**src/hw/rtl/zoll_pkg.sv**
```systemverilog
// Package for the z-order layer list: sizes, the hidden-height code and the
// controller state type. No dependencies.
package zoll_pkg;

  localparam int NUM_SHEETS = 256;
  localparam int SHEET_AW   = $clog2(NUM_SHEETS);
  localparam int ID_W       = 8;
  localparam int HEIGHT_W   = 9;

  // Height code of a hidden sheet (-1).
  localparam logic signed [HEIGHT_W-1:0] HEIGHT_HIDDEN = '1;

  typedef enum logic [4:0] {
    ST_IDLE   = 5'b00001,
    ST_LOOKUP = 5'b00010,
    ST_SHIFT  = 5'b00100,
    ST_FINAL  = 5'b01000,
    ST_DONE   = 5'b10000
  } state_t;

endpackage

```
**src/hw/rtl/zoll_ram.sv**
```systemverilog
// Generic simple dual-port RAM: one write port, one read port with
// registered read data. No dependencies.
module zoll_ram #(
  parameter int WIDTH = 8,
  parameter int DEPTH = 256
) (
  input  logic                     clk,
  input  logic                     we,
  input  logic [$clog2(DEPTH)-1:0] waddr,
  input  logic [WIDTH-1:0]         wdata,
  input  logic [$clog2(DEPTH)-1:0] raddr,
  output logic [WIDTH-1:0]         rdata
);

  logic [WIDTH-1:0] mem [DEPTH];
  logic [WIDTH-1:0] rdata_r;

  always_ff @(posedge clk) begin
    if (we) begin
      mem[waddr] <= wdata;
    end
    rdata_r <= mem[raddr];
  end

  assign rdata = rdata_r;

endmodule

```
**src/hw/rtl/z_order_layer_list_top.sv**
```systemverilog
// Z-order layer list: layer order table and per-sheet height table in two
// RAMs, with a controller that shifts order entries one per cycle.
// Depends on zoll_pkg and zoll_ram.
//
//   Channel | Direction | Handshake          | Payload
//   in_     | input     | in_valid/in_stall  | sheet_id, target_height
//   out_    | output    | out_valid/out_stall| applied_height, refresh, map_from_layer,
//           |           |                    | draw_from_layer, draw_to_layer, top_layer
//
// The order RAM, with its one read and one write per cycle, moves the order entries
// of an item (0 to NUM_SHEETS-1 of them) one after another; an item that changes
// nothing moves none. A stalled output register holds the controller in ST_DONE.
// A result waits in an output register, so the next item is taken meanwhile.
// Reset marks every sheet hidden at once through per-sheet valid bits; the
// order table needs no clearing.

module z_order_layer_list_top
  import zoll_pkg::*;
(
  input  logic                       clk,
  input  logic                       rst_n,
  input  logic                       in_valid,
  output logic                       in_stall,
  input  logic [ID_W-1:0]            in_sheet_id,
  input  logic signed [HEIGHT_W-1:0] in_target_height,
  output logic                       out_valid,
  input  logic                       out_stall,
  output logic signed [HEIGHT_W-1:0] out_applied_height,
  output logic                       out_refresh,
  output logic [HEIGHT_W-1:0]        out_map_from_layer,
  output logic [HEIGHT_W-1:0]        out_draw_from_layer,
  output logic signed [HEIGHT_W-1:0] out_draw_to_layer,
  output logic signed [HEIGHT_W-1:0] out_top_layer
);

  state_t state_r, state_nxt;

  logic [ID_W-1:0]            id_r, id_nxt;
  logic signed [HEIGHT_W-1:0] req_r, req_nxt;
  logic signed [HEIGHT_W-1:0] top_r, top_nxt;
  logic signed [HEIGHT_W-1:0] h_r, h_nxt;
  logic                       hide_r, hide_nxt;
  logic                       up_r, up_nxt;
  logic [HEIGHT_W-1:0]        src_r, src_nxt;
  logic [HEIGHT_W-1:0]        wdst_r, wdst_nxt;
  logic [HEIGHT_W-1:0]        rem_r, rem_nxt;
  logic                       pend_r, pend_nxt;
  logic [NUM_SHEETS-1:0]      hvalid_r;

  logic                       res_refresh_r, res_refresh_nxt;
  logic [HEIGHT_W-1:0]        res_map_r, res_map_nxt;
  logic [HEIGHT_W-1:0]        res_from_r, res_from_nxt;
  logic signed [HEIGHT_W-1:0] res_to_r, res_to_nxt;

  logic                       out_valid_r, out_valid_nxt;
  logic signed [HEIGHT_W-1:0] out_applied_r;
  logic                       out_refresh_r;
  logic [HEIGHT_W-1:0]        out_map_r;
  logic [HEIGHT_W-1:0]        out_from_r;
  logic signed [HEIGHT_W-1:0] out_to_r;
  logic signed [HEIGHT_W-1:0] out_top_r;
  logic                       out_load;

  // RAM ports.
  logic                  ord_we;
  logic [SHEET_AW-1:0]   ord_waddr, ord_raddr;
  logic [ID_W-1:0]       ord_wdata, ord_rdata;
  logic                  hs_we;
  logic [SHEET_AW-1:0]   hs_waddr, hs_raddr;
  logic [HEIGHT_W-1:0]   hs_wdata, hs_rdata;

  // Lookup arithmetic, one bit wider than the stored heights.
  logic signed [HEIGHT_W:0] old_w, top_w, lim_w, req_w, h_w;
  logic                     id_ok;

  zoll_ram #(.WIDTH(ID_W), .DEPTH(NUM_SHEETS)) u_order_ram (
    .clk   (clk),
    .we    (ord_we),
    .waddr (ord_waddr),
    .wdata (ord_wdata),
    .raddr (ord_raddr),
    .rdata (ord_rdata)
  );

  zoll_ram #(.WIDTH(HEIGHT_W), .DEPTH(NUM_SHEETS)) u_height_ram (
    .clk   (clk),
    .we    (hs_we),
    .waddr (hs_waddr),
    .wdata (hs_wdata),
    .raddr (hs_raddr),
    .rdata (hs_rdata)
  );

  assign in_stall = (state_r != ST_IDLE);
  assign out_load = (state_r == ST_DONE) && (!out_valid_r || !out_stall);

  always_comb begin
    id_ok = ({1'b0, id_r} < HEIGHT_W'(NUM_SHEETS));
    old_w = hvalid_r[id_r[SHEET_AW-1:0]] ? {hs_rdata[HEIGHT_W-1], hs_rdata}
                                         : {(HEIGHT_W+1){1'b1}};
    top_w = {top_r[HEIGHT_W-1], top_r};
    req_w = {req_r[HEIGHT_W-1], req_r};
    lim_w = (old_w >= 0) ? top_w : top_w + 2'sd1;
    h_w   = (req_w > lim_w) ? lim_w : req_w;
    if (h_w < -1) begin
      h_w = '1;
    end
  end

  always_comb begin
    state_nxt       = state_r;
    id_nxt          = id_r;
    req_nxt         = req_r;
    top_nxt         = top_r;
    h_nxt           = h_r;
    hide_nxt        = hide_r;
    up_nxt          = up_r;
    src_nxt         = src_r;
    wdst_nxt        = wdst_r;
    rem_nxt         = rem_r;
    pend_nxt        = pend_r;
    res_refresh_nxt = res_refresh_r;
    res_map_nxt     = res_map_r;
    res_from_nxt    = res_from_r;
    res_to_nxt      = res_to_r;

    ord_we    = 1'b0;
    ord_waddr = wdst_r[SHEET_AW-1:0];
    ord_wdata = ord_rdata;
    ord_raddr = src_r[SHEET_AW-1:0];
    hs_we     = 1'b0;
    hs_waddr  = ord_rdata[SHEET_AW-1:0];
    hs_wdata  = wdst_r;
    hs_raddr  = in_sheet_id[SHEET_AW-1:0];

    case (state_r)
      ST_IDLE: begin
        if (in_valid) begin
          id_nxt    = in_sheet_id;
          req_nxt   = in_target_height;
          state_nxt = ST_LOOKUP;
        end
      end

      ST_LOOKUP: begin
        pend_nxt        = 1'b0;
        hide_nxt        = 1'b0;
        h_nxt           = h_w[HEIGHT_W-1:0];
        res_refresh_nxt = 1'b0;
        res_map_nxt     = '0;
        res_from_nxt    = '0;
        res_to_nxt      = HEIGHT_HIDDEN;
        state_nxt       = ST_DONE;
        if (!id_ok) begin
          h_nxt = HEIGHT_HIDDEN;
        end else if (old_w > h_w) begin
          res_refresh_nxt = 1'b1;
          state_nxt       = ST_SHIFT;
          if (h_w >= 0) begin
            // Lower: entries between move up by one.
            up_nxt       = 1'b0;
            src_nxt      = HEIGHT_W'(old_w - 2'sd1);
            rem_nxt      = HEIGHT_W'(old_w - h_w);
            res_map_nxt  = HEIGHT_W'(h_w + 2'sd1);
            res_from_nxt = HEIGHT_W'(h_w + 2'sd1);
            res_to_nxt   = old_w[HEIGHT_W-1:0];
          end else begin
            // Hide: entries above move down and the stack shrinks.
            hide_nxt   = 1'b1;
            up_nxt     = 1'b1;
            src_nxt    = HEIGHT_W'(old_w + 2'sd1);
            rem_nxt    = HEIGHT_W'(top_w - old_w);
            top_nxt    = HEIGHT_W'(top_w - 2'sd1);
            res_to_nxt = HEIGHT_W'(old_w - 2'sd1);
          end
        end else if (old_w < h_w) begin
          res_refresh_nxt = 1'b1;
          state_nxt       = ST_SHIFT;
          res_map_nxt     = h_w[HEIGHT_W-1:0];
          res_from_nxt    = h_w[HEIGHT_W-1:0];
          res_to_nxt      = h_w[HEIGHT_W-1:0];
          if (old_w >= 0) begin
            // Raise: entries between move down by one.
            up_nxt  = 1'b1;
            src_nxt = HEIGHT_W'(old_w + 2'sd1);
            rem_nxt = HEIGHT_W'(h_w - old_w);
          end else begin
            // Insert: entries at the target and above move up.
            up_nxt  = 1'b0;
            src_nxt = top_w[HEIGHT_W-1:0];
            rem_nxt = HEIGHT_W'(top_w - h_w + 2'sd1);
            top_nxt = HEIGHT_W'(top_w + 2'sd1);
          end
        end
      end

      ST_SHIFT: begin
        // Reads run one entry ahead of writes; a read never hits an entry
        // that has already been rewritten in this pass.
        if (rem_r != '0) begin
          src_nxt  = up_r ? src_r + 1'b1 : src_r - 1'b1;
          wdst_nxt = up_r ? src_r - 1'b1 : src_r + 1'b1;
          rem_nxt  = rem_r - 1'b1;
          pend_nxt = 1'b1;
        end else begin
          pend_nxt = 1'b0;
        end
        if (pend_r) begin
          ord_we = 1'b1;
          hs_we  = 1'b1;
        end
        if (rem_r == '0 && !pend_r) begin
          state_nxt = ST_FINAL;
        end
      end

      ST_FINAL: begin
        hs_we    = 1'b1;
        hs_waddr = id_r[SHEET_AW-1:0];
        if (hide_r) begin
          hs_wdata = HEIGHT_HIDDEN;
        end else begin
          hs_wdata  = h_r;
          ord_we    = 1'b1;
          ord_waddr = h_r[SHEET_AW-1:0];
          ord_wdata = id_r;
        end
        state_nxt = ST_DONE;
      end

      ST_DONE: begin
        if (out_load) begin
          state_nxt = ST_IDLE;
        end
      end

      default: begin
        state_nxt = ST_IDLE;
      end
    endcase
  end

  always_comb begin
    out_valid_nxt = out_valid_r;
    if (out_load) begin
      out_valid_nxt = 1'b1;
    end else if (!out_stall) begin
      out_valid_nxt = 1'b0;
    end
  end

  always_ff @(posedge clk) begin
    if (!rst_n) begin
      state_r     <= ST_IDLE;
      top_r       <= HEIGHT_HIDDEN;
      pend_r      <= 1'b0;
      hvalid_r    <= '0;
      out_valid_r <= 1'b0;
    end else begin
      state_r     <= state_nxt;
      top_r       <= top_nxt;
      pend_r      <= pend_nxt;
      out_valid_r <= out_valid_nxt;
      if (hs_we) begin
        hvalid_r[hs_waddr] <= 1'b1;
      end
    end
  end

  always_ff @(posedge clk) begin
    id_r          <= id_nxt;
    req_r         <= req_nxt;
    h_r           <= h_nxt;
    hide_r        <= hide_nxt;
    up_r          <= up_nxt;
    src_r         <= src_nxt;
    wdst_r        <= wdst_nxt;
    rem_r         <= rem_nxt;
    res_refresh_r <= res_refresh_nxt;
    res_map_r     <= res_map_nxt;
    res_from_r    <= res_from_nxt;
    res_to_r      <= res_to_nxt;
    if (out_load) begin
      out_applied_r <= h_r;
      out_refresh_r <= res_refresh_r;
      out_map_r     <= res_map_r;
      out_from_r    <= res_from_r;
      out_to_r      <= res_to_r;
      out_top_r     <= top_r;
    end
  end

  assign out_valid           = out_valid_r;
  assign out_applied_height  = out_applied_r;
  assign out_refresh         = out_refresh_r;
  assign out_map_from_layer  = out_map_r;
  assign out_draw_from_layer = out_from_r;
  assign out_draw_to_layer   = out_to_r;
  assign out_top_layer       = out_top_r;

endmodule

```
**config.mk**
```make
export PLATFORM = sky130hd
export DESIGN_NAME = z_order_layer_list_top
export DESIGN_NICKNAME = d
export VERILOG_FILES = /design/src/hw/rtl/zoll_pkg.sv /design/src/hw/rtl/zoll_ram.sv /design/src/hw/rtl/z_order_layer_list_top.sv
export SDC_FILE = /design/constraint.sdc
export NUM_CORES = 2
export LEC_CHECK = 0
export BUFFER_PORTS_ARGS = -buffer_cell sky130_fd_sc_hd__buf_2
export CAP_MARGIN = 30
export CORE_ASPECT_RATIO = 0.6
export CORE_MARGIN = 2
export CORE_UTILIZATION = 57
export DETAILED_ROUTE_END_ITERATION = 10
export HOLD_SLACK_MARGIN = 0.12
export PLACE_DENSITY_LB_ADDON = 0.2
export SLEW_MARGIN = 25
export SYNTH_ARGS = -nofsm -noshare
export SYNTH_HDL_FRONTEND = slang
export SYNTH_HIERARCHICAL = 1
export SYNTH_MEMORY_MAX_BITS = 65536
export SYNTH_SLANG_ARGS = --single-unit
```
**constraint.sdc**
```tcl
create_clock -name clk -period 13.04 [get_ports clk]
set_clock_uncertainty 0.1 [all_clocks]
set_input_delay 3.912 -clock clk [delete_from_list [all_inputs] [get_ports clk]]
set_output_delay 3.912 -clock clk [all_outputs]
set_load 0.02 [all_outputs]
```
-- After elaboration in Yosys (flattened, before gate mapping)
Memories as Yosys holds them, arrays and structs flattened. A register that Yosys moved wholly into a read port is not among the register bits.
Index checks and enable logic that the tools add are counted.
- memories: 2
- output and inout port bits: 48
- flip-flop bits (word level): 383
- input bits: 21
- bits in writable memories: 4352
- logic and storage cells: 139
- eq/ne operators: 14
- reductions and logical operators: 17
- bitwise operators: 1
- mux-type cells: 62
- order comparisons: 9
- add/sub/neg operators: 13
- memory list (name ; depth ; bits a word ; rd ports ; clocked after memory_dff ; wr ports ; RTL line ; RTL):
    u_height_ram.mem ; 256 ; 9 ; 1 ; 1 ; 1 ; zoll_ram.sv:15 ; logic [WIDTH-1:0] mem [DEPTH];
    u_order_ram.mem ; 256 ; 8 ; 1 ; 1 ; 1 ; zoll_ram.sv:15 ;
- operators with widths (operator ; count):
    256-bit OR ; 1
    9-bit 2-to-1 mux ; 24
    10-bit 2-to-1 mux ; 4
    8-bit 2-to-1 mux ; 5
    9-bit one-hot mux with 2 select lines ; 2
    9-bit subtractor ; 4
    9-bit by 2-bit adder with 9-bit output (second input constant) ; 3
    5-bit 2-to-1 mux ; 5
    5-bit one-hot mux with 5 select lines ; 1
    10-bit by 1-bit >= comparator with 1-bit output (second input constant) ; 2
    8-bit by 9-bit less-than comparator with 1-bit output (second input constant) ; 2
    9-bit by 1-bit subtractor with 9-bit output (second input constant) ; 2
    9-bit by 2-bit subtractor with 9-bit output (second input constant) ; 2
    1-bit 2-to-1 mux ; 16
    9-bit by 2-bit adder with 10-bit output (second input constant) ; 1
    10-bit > comparator ; 1
    9-bit by 10-bit > comparator with 1-bit output ; 1
    10-bit by 1-bit less-than comparator with 1-bit output (second input constant) ; 1
    10-bit less-than comparator ; 1
    2-bit != test (second input constant) ; 5
    9-bit by 1-bit adder with 9-bit output (second input constant) ; 1
    9-bit logical NOT ; 1
    9-bit nonzero test ; 1
    1-bit binary-select mux with 8-bit select ; 1
    18 further kinds ; 29

-- Longest topological paths before layout
- depth after elaboration: 15
- depth in mapped cells: 46
- mapped depth without buffers: 35

-- By module
The synthesis kept the hierarchy.
- modules (own cells, without submodules) (module ; times used ; seq. area each (um2) ; area an instance (um2) ; cells each):
    zoll_ram at u_height_ram ; 1 ; 69366.5 ; 89278.1 ; 4237
    zoll_ram at u_order_ram ; 1 ; 61659.1 ; 79556.3 ; 3733
    z_order_layer_list_top ; 1 ; 8778.4 ; 19954.1 ; 2153

-- Least setup slack after synthesis
OpenSTA, ideal clock, no wires.
- kind: flip-flop to flip-flop
- from: register state_r[4]
- to: memory u_height_ram/mem[0][0] (netlist name), data pin
- setup time: 2.187 ns
- arrival time: 11.185 ns
- cell stages (with the launch flop): 6
- clock period less this slack: 13.471 ns
- data required time: 10.753 ns
- buffers on the path: 2
- path slack: -0.431 ns
- path through: dfxtp_1 -> nor3_1 -> nand3b_1 -> buf_1 -> clkbuf_1 -> o21ai_0
- longest elaborated chain between the ends: 2
- RTL lines (element ; RTL line ; RTL):
    start, declared ; z_order_layer_list_top.sv:36 ; state_t state_r, state_nxt;
    start signal, assigned ; z_order_layer_list_top.sv:260 ; state_r <= state_nxt;
    5-bit by 4-bit equality test with 1-bit output ; z_order_layer_list_top.sv:136 ; case (state_r)
    9-bit 2-to-1 mux ; z_order_layer_list_top.sv:136 ;
    net hs_wdata[0] ; z_order_layer_list_top.sv:70 ; logic [HEIGHT_W-1:0] hs_wdata, hs_rdata;
    end, declared ; zoll_ram.sv:15 ;
The timed path passes the listed nets, and every way through them passes these cells.

-- Worst setup path in the final report
- from: register id_r[0]
- to: register rem_r[3], data pin
- elaborated cells on any way between the ends: 21
- those cells by class: add/sub (5); order compare (5); mux (11)
- RTL lines (element ; RTL line ; RTL):
    start, declared ; z_order_layer_list_top.sv:38 ; logic [ID_W-1:0] id_r, id_nxt;
    start signal, assigned ; z_order_layer_list_top.sv:271 ; id_r <= id_nxt;
    1-bit binary-select mux with 8-bit select * ; z_order_layer_list_top.sv:99 ; old_w = hvalid_r[id_r[SHEET_AW-1:0]] ? {hs_rdata[HEIGHT_W-1], hs_rdata}
    1-bit 2-to-1 mux (implied by the code) * ; z_order_layer_list_top.sv:99 ;
    10-bit 2-to-1 mux * ; z_order_layer_list_top.sv:99 ;
    10-bit by 1-bit >= comparator with 1-bit output * ; z_order_layer_list_top.sv:103 ; lim_w = (old_w >= 0) ? top_w : top_w + 2'sd1;
    10-bit 2-to-1 mux * ; z_order_layer_list_top.sv:103 ;
    9-bit by 10-bit > comparator with 1-bit output ; z_order_layer_list_top.sv:104 ; h_w = (req_w > lim_w) ? lim_w : req_w;
    10-bit 2-to-1 mux * ; z_order_layer_list_top.sv:104 ;
    10-bit by 1-bit less-than comparator with 1-bit output ; z_order_layer_list_top.sv:105 ; if (h_w < -1) begin
    10-bit 2-to-1 mux * ; z_order_layer_list_top.sv:105 ;
    net h_w[5] ; z_order_layer_list_top.sv:73 ; logic signed [HEIGHT_W:0] old_w, top_w, lim_w, req_w, h_w;
    10-bit by 1-bit >= comparator with 1-bit output ; z_order_layer_list_top.sv:159 ; if (h_w >= 0) begin
    9-bit 2-to-1 mux ; z_order_layer_list_top.sv:159 ;
    9-bit 2-to-1 mux * ; z_order_layer_list_top.sv:156 ; end else if (old_w > h_w) begin
    9-bit one-hot mux with 2 select lines * ; z_order_layer_list_top.sv:136 ;
    net rem_nxt[3] ; z_order_layer_list_top.sv:46 ; logic [HEIGHT_W-1:0] rem_r, rem_nxt;
    end signal, assigned ; z_order_layer_list_top.sv:278 ; rem_r <= rem_nxt;
    end, declared ; z_order_layer_list_top.sv:46 ;
The timed path passes the listed nets; every way through them passes the cells marked *. The select of a mux whose other input is x is not followed.
A chain may end at the register's enable or synchronous reset.

==> flow_summary.toml <==
[place]
pre_cts_ws_ns = 2.63
hpwlAfterDp_mm = 320
dpl_cell_area_um2 = 194000
gp_congestion = 0.927
portBuffers = 68

[worst_setup_path]
arrival_ns = 11.14
crit_slowest_cell = "ha_1"
cp_slowest_stage_delay_ns = 0.83
crit_type = "register to register"
start_kind = "register"
cp-end-kind = "register"
required_ns = 13.64
crit_fanout = 33

[layout]
fin_util_pct = 63.4
fin_area_um2 = 209000
layout.area.seq_um2 = 140000
multi_input_area_um2 = 45500
nFillCells = 22400
final_nets = 10400
area_growth_pct = 10.5
drive_above_1_share_pct = 20.9

[job]
cap_violations = 0

[sta]
finalHoldViolations = 0
hold_ws_ns = 0.335
grt_setup_unrepaired = "false"
drv_slew = 0
relSlewSlack_pct = 17.1
worstMarginPinSlew_ns = 1.24
setup_tns_ns = 0
min_period_ns = 10.54
finalCritPeriodShare_pct = 80.8
clock.fmax_mhz = 94.9
setup_viol = 0
layout_setup_ws_ns = 2.50

[floorplanning]
start_util_pct = 57.4
num_io_pins = 69
die_x_um = 747
coreArea_um2 = 329000
die-area_um2 = 336000
die_h_um = 450
row_count = 163

[detailed_routing]
routed_via_density = 6.89
postRouteWirelength_mm = 508
vias = 104000
first_pass_iters = 6
wire_per_inst_um = 33.7
antenna_left = 0
dr.first_iter.drc_count = 17600
drc_errors = 0

[clock_tree]
cts_inserted_buffers = 419
cts_tree = "built"
cts_resized = 0
cts_hold_buf = 0
clk_latency_ns = 0.96
htreeDepth = 5
clk_path_buf_depth = 4
cts_sinks = 4752
postCtsSetupBuffers = 0
cts-root-buf = "clkbuf_16"
path_clk_slew_ns = 0.07

[synthesis]
avgSynthCellArea_um2 = 18.6
yosys_warnings = 6
ys_seq_elements = 4752
synth_nets = 10200
syn_inst = 10100
synth_area_leaders = "edfxtp_1 (71%), mux4_2 (12%), dfxtp_1 (3.1%)"
ys_types = 101
synthFlopType = "edfxtp_1"
netlist.area_leader.share_pct = 71.0
synth_edf_count = 4463
netlist_area_um2 = 189000
seq_area_frac_synth_pct = 74.1
async_reset_ff_share_pct = 0
synth_top_area_cell = "edfxtp_1"

[power_and_ir_drop]
power_leakage_uw = 0.0659
ir_drop_mv = 0.440
power.density_nw_per_um2 = 198

[global_route]
grt_pass1_wl_mm = 720
antenna_found_initial = 30
grt_overflow_total = 0
grt_pass1_vias = 98200
grt_usage_pct = 29.8
grt_max_degree = 185

[hold_path]
hp-class = "register to register"

[status]
status = "complete, no violations"
==> layer usage <==
layer	up-vias	track usage (%)	wire length [µm]
li1	41600	-	-
met1	54200	48.5	213000
met2	7179	37.8	202000
met3	748	11.5	82200
met4	20	6.29	11200
met5	-	0.0991	333
==> cell families after synthesis <==
logic type / Yosys count / synth area share, %
muxes: 1402 / 14.0
DFF: 4752 / 74.1
buffers and inverters: 724 / 2.18
AOI/OAI and AO/OA: 1405 / 4.94
and+or+nand+nor: 1704 / 4.05
adders and majority gates: 61 / 0.420
xor gates and xnor gates: 75 / 0.348
==> worst max-delay path, delay by kind of cell, from the launching register on <==
family                   cells  cell delay (ns)
flip-flops                   1             0.32
XOR/XNOR                     1             0.18
AND/OR/NAND/NOR             13             4.27
buffers and inverters        5             1.52
adder cells (fa/ha/maj)      3             1.57
AO/OA/AOI/OAI                9             2.31
==> cells in the final DEF (no fill, tap or decap), types with 32 or more instances in the layout <==
cell type,instances
nor4_1,52
dfxtp_1,289
ha_1,57
nand3_1,108
clkinv_2,78
edfxtp_1,4463
o221ai_1,82
nand4_1,33
mux2_2,40
a31oi_1,79
buf_4,303
bufinv_16,47
nor2_2,40
nand2_1,183
a22oi_1,331
mux2i_1,367
inv_1,61
o22ai_1,103
clkinv_1,90
mux4_2,971
clkbuf_1,61
a211oi_1,50
nor3_1,85
a21oi_1,443
clkbuf_16,428
nor2b_1,73
nor2_1,932
buf_2,67
xnor2_1,48
o21ai_0,87
nand2b_1,32
==> per-stage QoR <==
step	cells	total power, µW
2_1_floorplan	10100	25100
3_3_place_gp	14200	28500
3_5_place_dp	14200	28600
4_1_cts	15000	41100
5_1_grt	15000	42800
6_report	15100	41400
==> where the power goes <==
group          internal, µW  switching [µW]
registers             17900             108
clock network          7040            5530
logic                  3490            7350
total                 28400           13000
==> cell type report <==
class                   instances  area share [%]
clock buffers                 505            5.35
flip-flops and latches       4752            67.0
inverters                      66           0.124
well taps                    4372            2.62
repair buffers                439            1.80
multi-input cells            4647            21.8
clock inverters               262            1.26
diodes                         19          0.0228
==> registers in the layout, indices dropped and copies added (netlist names), 5 cells and up <==
signal and cells:
u_height_ram/mem 2304, u_order_ram/mem 2048, hvalid_r 256, h_r 9, out_applied_height 9, out_draw_from_layer 9, out_draw_to_layer 9, out_top_layer 9
rem_r 9, req_r 9, res_from_r 9, res_to_r 9, src_r 9, top_r 9, u_height_ram/rdata 9, wdst_r 9
id_r 8, u_order_ram/rdata 8, state_r 5
==> synth_stat cells, types with 97 or more instances <==
cell type	number
edfxtp_1	4463
nor2_1	980
mux4_2	971
a21oi_1	445
mux2i_1	367
clkbuf_1	348
a22oi_1	331
dfxtp_1	289
nand2_1	186
nand3_1	112
o22ai_1	103
buf_2	99
o21ai_0	97
==> worst paths after layout <==
| check | start | end | slack (ns) | cells past startpoint |
|---|---|---|---|---|
| worst max-delay path | id_r[0] | rem_r[3] | 2.50 | 31 |
| worst min-delay path | res_refresh_r | out_refresh | 0.34 | 0 |
| worst max register to register | id_r[0] | rem_r[3] | 2.50 | 31 |
| worst min register to register | res_refresh_r | out_refresh | 0.34 | 0 |
No activity file was read; power rests on OpenSTA's default activity.
